===== config.mk =====
export PLATFORM = sky130hd
export DESIGN_NAME = tone_symbol_run_decoder
export DESIGN_NICKNAME = d
export VERILOG_FILES = /design/src/tsrd_pkg.sv /design/src/tsrd_table.sv /design/src/tsrd_match.sv /design/src/tone_symbol_run_decoder.sv
export SDC_FILE = /design/constraint.sdc
export NUM_CORES = 1
export LEC_CHECK = 0
export BUFFER_PORTS_ARGS = -buffer_cell sky130_fd_sc_hd__buf_4
export CAP_MARGIN = 20
export CORE_UTILIZATION = 30
export DETAILED_ROUTE_END_ITERATION = 12
export PLACE_DENSITY_LB_ADDON = 0.12
export SLEW_MARGIN = 20
export SYNTH_ARGS = -nofsm -noshare
export SYNTH_HDL_FRONTEND = slang
export SYNTH_SLANG_ARGS = --single-unit

===== constraint.sdc =====
create_clock -name clk -period 12.3 [get_ports clk]
set_input_delay 0.615 -clock clk [delete_from_list [all_inputs] [get_ports clk]]
set_output_delay 0.615 -clock clk [all_outputs]
set_load 0.1 [all_outputs]

===== src/tsrd_pkg.sv =====
package tsrd_pkg;

	localparam int SYM_W     = 8;
	localparam int FRAMES_W  = 8;
	localparam int ENTRIES_W = 6;
	localparam int MARGIN_W  = 16;
	localparam int INDEX_W   = 5;
	localparam int CFG_W     = 16;
	localparam int CFG_IDX_W = 3;
	localparam int COUNT_W   = 9;

	localparam logic [1:0] OP_FRAME = 2'd0;
	localparam logic [1:0] OP_LOAD  = 2'd1;
	localparam logic [1:0] OP_CLEAR = 2'd2;

	localparam logic [CFG_IDX_W-1:0] REG_FRAMES  = 3'd0;
	localparam logic [CFG_IDX_W-1:0] REG_TOL     = 3'd1;
	localparam logic [CFG_IDX_W-1:0] REG_ENTRIES = 3'd2;
	localparam logic [CFG_IDX_W-1:0] REG_LOW     = 3'd3;
	localparam logic [CFG_IDX_W-1:0] REG_HIGH    = 3'd4;

	localparam logic [FRAMES_W-1:0]  FRAMES_RST  = 8'd4;
	localparam logic [MARGIN_W-1:0]  TOL_RST     = 16'd304;
	localparam logic [ENTRIES_W-1:0] ENTRIES_RST = 6'd32;
	localparam logic [MARGIN_W-1:0]  LOW_RST     = 16'd640;
	localparam logic [MARGIN_W-1:0]  HIGH_RST    = 16'd4800;

	localparam logic [FRAMES_W-1:0]  FRAMES_MAX  = 8'd255;

	typedef enum logic [1:0] {
		ST_IDLE,
		ST_WALK,
		ST_COMMIT
	} state_t;

	typedef struct packed {
		logic             done;
		logic [SYM_W-1:0] symbol;
	} match_res_t;

endpackage


===== src/tsrd_table.sv =====
module tsrd_table #(
	parameter int DEPTH = 32,
	parameter int WIDTH = 28,
	localparam int AW = $clog2(DEPTH)
) (
	input  logic             clk,
	input  logic             we,
	input  logic [AW-1:0]    waddr,
	input  logic [WIDTH-1:0] wdata,
	input  logic             re,
	input  logic [AW-1:0]    raddr,
	output logic [WIDTH-1:0] rdata
);

	logic [WIDTH-1:0] mem_q [DEPTH];
	logic [WIDTH-1:0] rdata_q;

	always_ff @(posedge clk) begin
		if (we) begin
			mem_q[waddr] <= wdata;
		end
	end

	always_ff @(posedge clk) begin
		if (re) begin
			rdata_q <= mem_q[raddr];
		end
	end

	assign rdata = rdata_q;

endmodule


===== src/tsrd_match.sv =====
module tsrd_match #(
	parameter int TABLE_DEPTH = 32,
	parameter int PITCH_BITS = 20,
	localparam int AW = $clog2(TABLE_DEPTH)
) (
	input  logic                          clk,
	input  logic                          arst_n,
	input  logic                          start,
	input  logic [PITCH_BITS-1:0]         pitch,
	input  logic [AW-1:0]                 last_idx,
	input  logic [tsrd_pkg::MARGIN_W-1:0] low_margin,
	input  logic [tsrd_pkg::MARGIN_W-1:0] high_margin,
	output logic                          rd_en,
	output logic [AW-1:0]                 rd_addr,
	input  logic [PITCH_BITS-1:0]         rd_freq,
	input  logic [tsrd_pkg::SYM_W-1:0]    rd_symbol,
	output tsrd_pkg::match_res_t          res
);

	logic                       busy_q;
	logic                       issue_q;
	logic [AW-1:0]              addr_q;
	logic                       vld_s1;
	logic [AW-1:0]              idx_s1;
	logic [PITCH_BITS-1:0]      prev_freq_q;
	logic [tsrd_pkg::SYM_W-1:0] prev_sym_q;
	tsrd_pkg::match_res_t       res_q;

	logic [PITCH_BITS:0]        p_x;
	logic [PITCH_BITS:0]        f_x;
	logic [PITCH_BITS:0]        prev_x;
	logic [PITCH_BITS:0]        low_x;
	logic [PITCH_BITS:0]        high_x;
	logic                       first_hit;
	logic                       pair_hit;
	logic                       near_lo;
	logic                       last_hit;
	logic                       step_done;
	logic [tsrd_pkg::SYM_W-1:0] step_sym;

	assign p_x    = (PITCH_BITS+1)'(pitch);
	assign f_x    = (PITCH_BITS+1)'(rd_freq);
	assign prev_x = (PITCH_BITS+1)'(prev_freq_q);
	assign low_x  = (PITCH_BITS+1)'(low_margin);
	assign high_x = (PITCH_BITS+1)'(high_margin);

	assign first_hit = (p_x + low_x > f_x) && (p_x <= f_x);
	assign pair_hit  = (prev_x < p_x) && (p_x <= f_x);
	assign near_lo   = (f_x - p_x) > (p_x - prev_x);
	assign last_hit  = (f_x < p_x) && (p_x < f_x + high_x);

	// first entry, then ascending pairs, then the window above the last entry
	always_comb begin
		step_done = 1'b0;
		step_sym  = rd_symbol;
		if (idx_s1 == '0 && first_hit) begin
			step_done = 1'b1;
		end else if (idx_s1 != '0 && pair_hit) begin
			step_done = 1'b1;
			step_sym  = near_lo ? prev_sym_q : rd_symbol;
		end else if (idx_s1 == last_idx) begin
			step_done = 1'b1;
			step_sym  = last_hit ? rd_symbol : '0;
		end
	end

	always_ff @(posedge clk or negedge arst_n) begin
		if (!arst_n) begin
			busy_q  <= 1'b0;
			issue_q <= 1'b0;
			addr_q  <= '0;
			vld_s1  <= 1'b0;
			idx_s1  <= '0;
			res_q   <= '0;
		end else begin
			vld_s1     <= issue_q;
			idx_s1     <= addr_q;
			res_q.done <= 1'b0;
			if (start) begin
				busy_q  <= 1'b1;
				issue_q <= 1'b1;
				addr_q  <= '0;
			end else begin
				if (issue_q) begin
					if (addr_q == last_idx) begin
						issue_q <= 1'b0;
					end else begin
						addr_q <= addr_q + 1'b1;
					end
				end
				if (busy_q && vld_s1 && step_done) begin
					busy_q       <= 1'b0;
					issue_q      <= 1'b0;
					res_q.done   <= 1'b1;
					res_q.symbol <= step_sym;
				end
			end
		end
	end

	always_ff @(posedge clk) begin
		if (busy_q && vld_s1) begin
			prev_freq_q <= rd_freq;
			prev_sym_q  <= rd_symbol;
		end
	end

	assign rd_en   = issue_q;
	assign rd_addr = addr_q;
	assign res     = res_q;

endmodule


===== src/tone_symbol_run_decoder.sv =====
// frame beat with nonzero pitch: input stays not ready while the walk steps through entries from 0
// up to k, the entry where it settles (k < n, n = active_entries clamped to 1..TABLE_DEPTH)
// and through the commit; one table read per cycle; an emitting frame also waits while
// the last symbol is held; a symbol is registered onto the output as its frame commits
// load, clear, zero pitch and unused op beats are taken without leaving the idle state
// reset: registers to defaults, candidate cleared; tone table contents are not reset
module tone_symbol_run_decoder #(
	parameter int TABLE_DEPTH = 32,
	parameter int PITCH_BITS = 20
) (
	input  logic                           clk,
	input  logic                           arst_n,
	input  logic                           cfg_we,
	input  logic [tsrd_pkg::CFG_IDX_W-1:0] cfg_index,
	input  logic [tsrd_pkg::CFG_W-1:0]     cfg_data,
	input  logic                           in_valid,
	output logic                           in_ready,
	input  logic [1:0]                     op,
	input  logic [PITCH_BITS-1:0]          pitch,
	input  logic [tsrd_pkg::INDEX_W-1:0]   entry_index,
	input  logic [PITCH_BITS-1:0]          entry_freq,
	input  logic [tsrd_pkg::SYM_W-1:0]     entry_symbol,
	output logic                           out_valid,
	input  logic                           out_ready,
	output logic [tsrd_pkg::SYM_W-1:0]     symbol
);

	localparam int AW = $clog2(TABLE_DEPTH);
	localparam int TW = PITCH_BITS + tsrd_pkg::SYM_W;

	tsrd_pkg::state_t state_q;
	tsrd_pkg::state_t state_d;

	logic [tsrd_pkg::FRAMES_W-1:0]  frames_q;
	logic [tsrd_pkg::MARGIN_W-1:0]  tol_q;
	logic [tsrd_pkg::ENTRIES_W-1:0] entries_q;
	logic [tsrd_pkg::MARGIN_W-1:0]  low_q;
	logic [tsrd_pkg::MARGIN_W-1:0]  high_q;

	logic [PITCH_BITS-1:0]          cand_freq_q;
	logic [tsrd_pkg::FRAMES_W-1:0]  cand_frames_q;
	logic [tsrd_pkg::SYM_W-1:0]     cand_symbol_q;

	logic [PITCH_BITS-1:0]          p_q;
	logic                           stable_q;
	logic                           fresh_q;
	logic [tsrd_pkg::SYM_W-1:0]     lut_q;
	logic                           out_valid_q;
	logic [tsrd_pkg::SYM_W-1:0]     symbol_q;

	logic                           accept;
	logic                           frame_go;
	logic                           start;
	logic                           commit;
	logic                           can_go;
	logic [PITCH_BITS-1:0]          diff;
	logic                           stable;
	logic [tsrd_pkg::COUNT_W-1:0]   n_eff;
	logic [AW-1:0]                  last_idx;
	logic                           tbl_we;
	logic [TW-1:0]                  rd_word;
	logic                           rd_en;
	logic [AW-1:0]                  rd_addr;
	tsrd_pkg::match_res_t           res;
	logic [tsrd_pkg::FRAMES_W-1:0]  new_frames;
	logic                           emit;
	logic [tsrd_pkg::SYM_W-1:0]     emit_sym;

	assign accept   = in_valid && in_ready;
	assign frame_go = accept && (op == tsrd_pkg::OP_FRAME) && (pitch != '0);
	assign tbl_we   = accept && (op == tsrd_pkg::OP_LOAD)
		&& (tsrd_pkg::COUNT_W'(entry_index) < tsrd_pkg::COUNT_W'(TABLE_DEPTH));

	assign diff   = (pitch > cand_freq_q) ? pitch - cand_freq_q : cand_freq_q - pitch;
	assign stable = (cand_freq_q != '0) && (diff < PITCH_BITS'(tol_q));

	always_comb begin
		if (entries_q == '0) begin
			n_eff = tsrd_pkg::COUNT_W'(1);
		end else if (tsrd_pkg::COUNT_W'(entries_q) > tsrd_pkg::COUNT_W'(TABLE_DEPTH)) begin
			n_eff = tsrd_pkg::COUNT_W'(TABLE_DEPTH);
		end else begin
			n_eff = tsrd_pkg::COUNT_W'(entries_q);
		end
	end

	assign last_idx = AW'(n_eff - tsrd_pkg::COUNT_W'(1));

	tsrd_table #(
		.DEPTH(TABLE_DEPTH),
		.WIDTH(TW)
	) u_table (
		.clk   (clk),
		.we    (tbl_we),
		.waddr (AW'(entry_index)),
		.wdata ({entry_freq, entry_symbol}),
		.re    (rd_en),
		.raddr (rd_addr),
		.rdata (rd_word)
	);

	tsrd_match #(
		.TABLE_DEPTH(TABLE_DEPTH),
		.PITCH_BITS(PITCH_BITS)
	) u_match (
		.clk         (clk),
		.arst_n      (arst_n),
		.start       (start),
		.pitch       (p_q),
		.last_idx    (last_idx),
		.low_margin  (low_q),
		.high_margin (high_q),
		.rd_en       (rd_en),
		.rd_addr     (rd_addr),
		.rd_freq     (rd_word[TW-1:tsrd_pkg::SYM_W]),
		.rd_symbol   (rd_word[tsrd_pkg::SYM_W-1:0]),
		.res         (res)
	);

	always_comb begin
		if (!stable_q) begin
			new_frames = tsrd_pkg::FRAMES_W'(1);
		end else if (cand_frames_q == tsrd_pkg::FRAMES_MAX) begin
			new_frames = tsrd_pkg::FRAMES_MAX;
		end else begin
			new_frames = cand_frames_q + 1'b1;
		end
	end

	assign emit     = !fresh_q && (new_frames == frames_q);
	assign emit_sym = stable_q ? cand_symbol_q : lut_q;
	assign can_go   = !emit || !out_valid_q || out_ready;

	always_comb begin
		state_d = state_q;
		unique case (state_q)
			tsrd_pkg::ST_IDLE: begin
				if (frame_go) begin
					state_d = tsrd_pkg::ST_WALK;
				end
			end
			tsrd_pkg::ST_WALK: begin
				if (res.done) begin
					state_d = tsrd_pkg::ST_COMMIT;
				end
			end
			tsrd_pkg::ST_COMMIT: begin
				if (can_go) begin
					state_d = tsrd_pkg::ST_IDLE;
				end
			end
			default: state_d = tsrd_pkg::ST_IDLE;
		endcase
	end

	always_comb begin
		in_ready = 1'b0;
		start    = 1'b0;
		commit   = 1'b0;
		unique case (state_q)
			tsrd_pkg::ST_IDLE: begin
				in_ready = 1'b1;
				start    = frame_go;
			end
			tsrd_pkg::ST_WALK: begin
			end
			tsrd_pkg::ST_COMMIT: begin
				commit = can_go;
			end
			default: begin
			end
		endcase
	end

	always_ff @(posedge clk or negedge arst_n) begin
		if (!arst_n) begin
			state_q       <= tsrd_pkg::ST_IDLE;
			frames_q      <= tsrd_pkg::FRAMES_RST;
			tol_q         <= tsrd_pkg::TOL_RST;
			entries_q     <= tsrd_pkg::ENTRIES_RST;
			low_q         <= tsrd_pkg::LOW_RST;
			high_q        <= tsrd_pkg::HIGH_RST;
			cand_freq_q   <= '0;
			cand_frames_q <= '0;
			cand_symbol_q <= '0;
			out_valid_q   <= 1'b0;
		end else begin
			state_q <= state_d;
			if (cfg_we) begin
				case (cfg_index)
					tsrd_pkg::REG_FRAMES:  frames_q  <= cfg_data[tsrd_pkg::FRAMES_W-1:0];
					tsrd_pkg::REG_TOL:     tol_q     <= cfg_data;
					tsrd_pkg::REG_ENTRIES: entries_q <= cfg_data[tsrd_pkg::ENTRIES_W-1:0];
					tsrd_pkg::REG_LOW:     low_q     <= cfg_data;
					tsrd_pkg::REG_HIGH:    high_q    <= cfg_data;
					default: begin
					end
				endcase
			end
			if (accept && op == tsrd_pkg::OP_CLEAR) begin
				cand_freq_q   <= '0;
				cand_frames_q <= '0;
				cand_symbol_q <= '0;
			end
			if (out_valid_q && out_ready) begin
				out_valid_q <= 1'b0;
			end
			if (commit) begin
				cand_freq_q   <= p_q;
				cand_frames_q <= emit ? tsrd_pkg::FRAMES_W'(1) : new_frames;
				cand_symbol_q <= (emit || !stable_q) ? lut_q : cand_symbol_q;
				if (emit) begin
					out_valid_q <= 1'b1;
				end
			end
		end
	end

	always_ff @(posedge clk) begin
		if (frame_go) begin
			p_q      <= pitch;
			stable_q <= stable;
			fresh_q  <= (cand_freq_q == '0);
		end
		if (state_q == tsrd_pkg::ST_WALK && res.done) begin
			lut_q <= res.symbol;
		end
		if (commit && emit) begin
			symbol_q <= emit_sym;
		end
	end

	assign out_valid = out_valid_q;
	assign symbol    = symbol_q;

endmodule


==> results.json <==
{
  "synthCells": 2925,
  "hold_violations": 0,
  "grt_usage": 0.1731,
  "finalSetupViolCount": 0,
  "ys_types": 79,
  "drt_iter0_markers": 2078,
  "fin_cells": 5377,
  "tritoncts": "yes",
  "drc": 0,
  "path_clk_slew_ns": 0.06,
  "cts_resized": 0,
  "worstSetupEndpointType": "flop",
  "intPower_mw": 8.809,
  "avgRoutedWirePerCell_um": 26.86,
  "dp_hpwl_um": 90060,
  "clkPwrFrac": 0.294,
  "peakVddDrop_mv": 0.1376,
  "fin_nets": 3370,
  "htree_levels": 4,
  "yosysWarnings": 0,
  "cts_sinks": 1113,
  "firstDrtPassIters": 5,
  "drt.antenna.violating_nets": 0,
  "switchingPower_mw": 4.401,
  "ys_seq_area_frac": 0.6608,
  "rows": 148,
  "pre_cts_slack_ns": 6.524,
  "outcome": "complete, no violations",
  "wl_um": 144400,
  "setup_tns_ns": 0,
  "fp.dieArea_um2": 167200,
  "post-cts-setup-buffer-count": 0,
  "slew_viol_final": 0,
  "synthTopCellsByArea": "edfxtp_1, mux4_2, dfrtp_1, ha_1, mux2_2",
  "required_ns": 12.93,
  "gp_congestion": 0.8530,
  "p_per_area_nw_per_um2": 228.8,
  "comb_power_share": 0.342,
  "avgSynthCellArea_um2": 16.98,
  "crit_type": "reg2reg",
  "fp.dieH_um": 408.9,
  "initial_utilization": 0.3037,
  "cts-buffers-inserted": 132,
  "grt_pass1_wl_um": 208700,
  "fmax_mhz": 178.3,
  "syn2layout_area_growth_pct": 16.25,
  "io_pins": 89,
  "antenna_found_initial": 10,
  "crit_path_max_fanout": 8,
  "total_power_mw": 13.21,
  "fin_crit_sh": 0.4560,
  "post-route-util": 0.3531,
  "start_kind": "flop",
  "clockBufferDepth": 3,
  "placedCellCount": 5135,
  "worstHoldPathType": "in2reg",
  "drive_above_1_share": 0.2405,
  "synthesis.nets": 3199,
  "synth_ff_type": "edfxtp_1",
  "worst_pin_slew_ns": 1.153,
  "cts_hold_buf": 2,
  "synth_top_area_cell": "edfxtp_1",
  "yosysTopAreaCellShare": 0.5986,
  "num_vias": 27287,
  "max_cap_violations": 0,
  "rsz0062_at_grt": "no",
  "seqPwrFrac": 0.364,
  "arrival_ns": 6.24,
  "synth-async-reset-ratio": 0.1105,
  "die-width_um": 408.9,
  "netlist_area_um2": 49670,
  "clk_latency_ns": 0.76,
  "grt_overflow": 0,
  "diodes": 0,
  "coreArea_um2": 163500,
  "slew_headroom": 0.2297,
  "switching_share": 0.3332,
  "min_period_ns": 5.609,
  "synth-edff-count": 990,
  "port_buffers": 88,
  "synth_seq_cells": 1113,
  "viasPerCell": 5.075,
  "cts_root_buf": "clkbuf_16",
  "worst_slack_ns": 6.691,
  "p_leak_nw": 19.94,
  "worst_clock_skew_ns": 0.04594,
  "grt_max_degree": 79,
  "grt_pass1_vias": 28864
}
-- layout make-up --
class,count,area (µm²)
multi-input combinational,1543,16120
inverter,161,604.3
sequential,1113,32840
clock inverter,60,681.9
tap,2175,2721
clock buffer,180,3670
fill,15348,105800
timing repair buffer,145,1101
-- worst max-delay path, stage by stage (launching register included) --
cell      delay, ns
edfxtp_1       0.50
inv_1          0.26
ha_1           0.30
nor2b_1        0.13
o21ai_0        0.20
a21boi_0       0.19
o31ai_1        0.48
a21oi_1        0.14
a211o_1        0.33
a21o_1         0.20
a311o_1        0.35
a21oi_1        0.17
xnor2_1        0.09
ha_1           0.18
a21o_1         0.17
a21o_1         0.16
a21oi_1        0.13
o21ai_0        0.09
o21ai_0        0.63
nor3_1         0.33
a221o_1        0.43
-- cell families (layout without fill, tap and decap cells) --
group           after synthesis  after routing  share of synthesized area
simple gates                443            443                    0.04565
mux                         372            372                     0.1477
xor+xnor                     96             96                    0.01693
buf+inv                     269            546                    0.02076
compound gates              437            437                    0.05812
fa+ha+maj                   195            195                    0.05003
flops                      1113           1113                     0.6608
-- registers in the layout, summed over array words and instances, names as in the netlist, 9 cells and up --
register and flops:
cand_freq_q 20, high_q 16, low_q 16, p_q 20, tol_q 16, u_match.prev_freq_q 20, u_match.res 9, u_table.mem_q 896
u_table.rdata 28
-- power groups by stage --
stage	Clock [mW]	Combinational, mW	Sequential [mW]
after floorplan	0	3.17	4.62
after global placement	0	4.54	4.90
after detailed placement	0	4.55	4.91
after CTS	3.99	4.59	4.84
after global routing	4.13	4.97	4.86
final	3.88	4.52	4.81
-- per-layer routing --
layer,share of wire,global-route usage,routed length [µm],up-vias
met5,0.00038,0,55,-
met4,0.022,0.04475,3163,8
met3,0.037,0.02786,5360,189
met2,0.51,0.2965,72990,555
met1,0.44,0.2271,62880,14543
li1,-,-,-,11992
-- final timing paths --
path	to	startpoint	depth (start not counted)	slack, ns
min in group asynchronous	cand_freq_q[13]$_DFFE_PN0P_	arst_n	2	0.39
hold / removal	p_q[12]$_DFFE_PP_	pitch[12]	1	0.08
setup reg to reg	u_match.res[3]$_DFFE_PN0P_	p_q[1]$_DFFE_PP_	20	6.69
hold reg to reg	u_match.prev_sym_q[7]$_DFFE_PP_	u_table.rdata[7]$_DFFE_PP_	0	0.46
max in group asynchronous	u_match.rd_addr[0]$_DFFE_PN0P_	arst_n	3	10.70
setup / recovery	u_match.res[3]$_DFFE_PN0P_	p_q[1]$_DFFE_PP_	20	6.69
-- metrics by stage --
step	instance area, µm²	hold slack (ns)
global route	57740	0.01800
finish	57740	0.07644
floorplan	49670	0.3194
detailed placement	53350	0.4430
global placement	53350	0.4469
CTS	57730	0.0007396
-- cell usage after synthesis, drive strengths merged, types with 16 or more instances --
cell      n
o31ai    16
nor2    109
nor4     21
nand4    29
nand3    34
a21o     59
nor3     26
o21a     21
a22o     28
a21oi   119
xor2     42
edfxtp  990
inv     161
nand2    95
buf      35
dfrtp   112
ha      189
mux4    280
o21ai    83
xnor2    54
o21bai   20
mux2     86
nand2b   23
nor2b    20
clkbuf   73
-- cells in the final DEF, fill, tap and decap left out, types with 9 or more instances in the layout --
master,instances
a211oi_1,11
a21o_1,59
a21oi_1,117
a221o_1,10
a22o_1,28
a31oi_1,12
and2_1,13
and3_1,15
buf_4,141
bufinv_16,9
clkbuf_1,35
clkbuf_16,137
clkinv_1,20
clkinv_2,15
dfrtp_1,106
dfstp_2,11
edfxtp_1,990
ha_1,189
inv_1,161
mux2_2,86
mux4_2,280
nand2_1,94
nand2b_1,23
nand3_1,34
nand4_1,29
nor2_1,77
nor2_4,32
nor2b_1,20
nor3_1,25
nor4_1,20
o211ai_1,10
o21a_1,21
o21ai_0,80
o21bai_1,19
o31ai_1,16
or2_2,9
or3_1,13
xnor2_1,54
xor2_1,42
(Power assumes the default switching activity.)
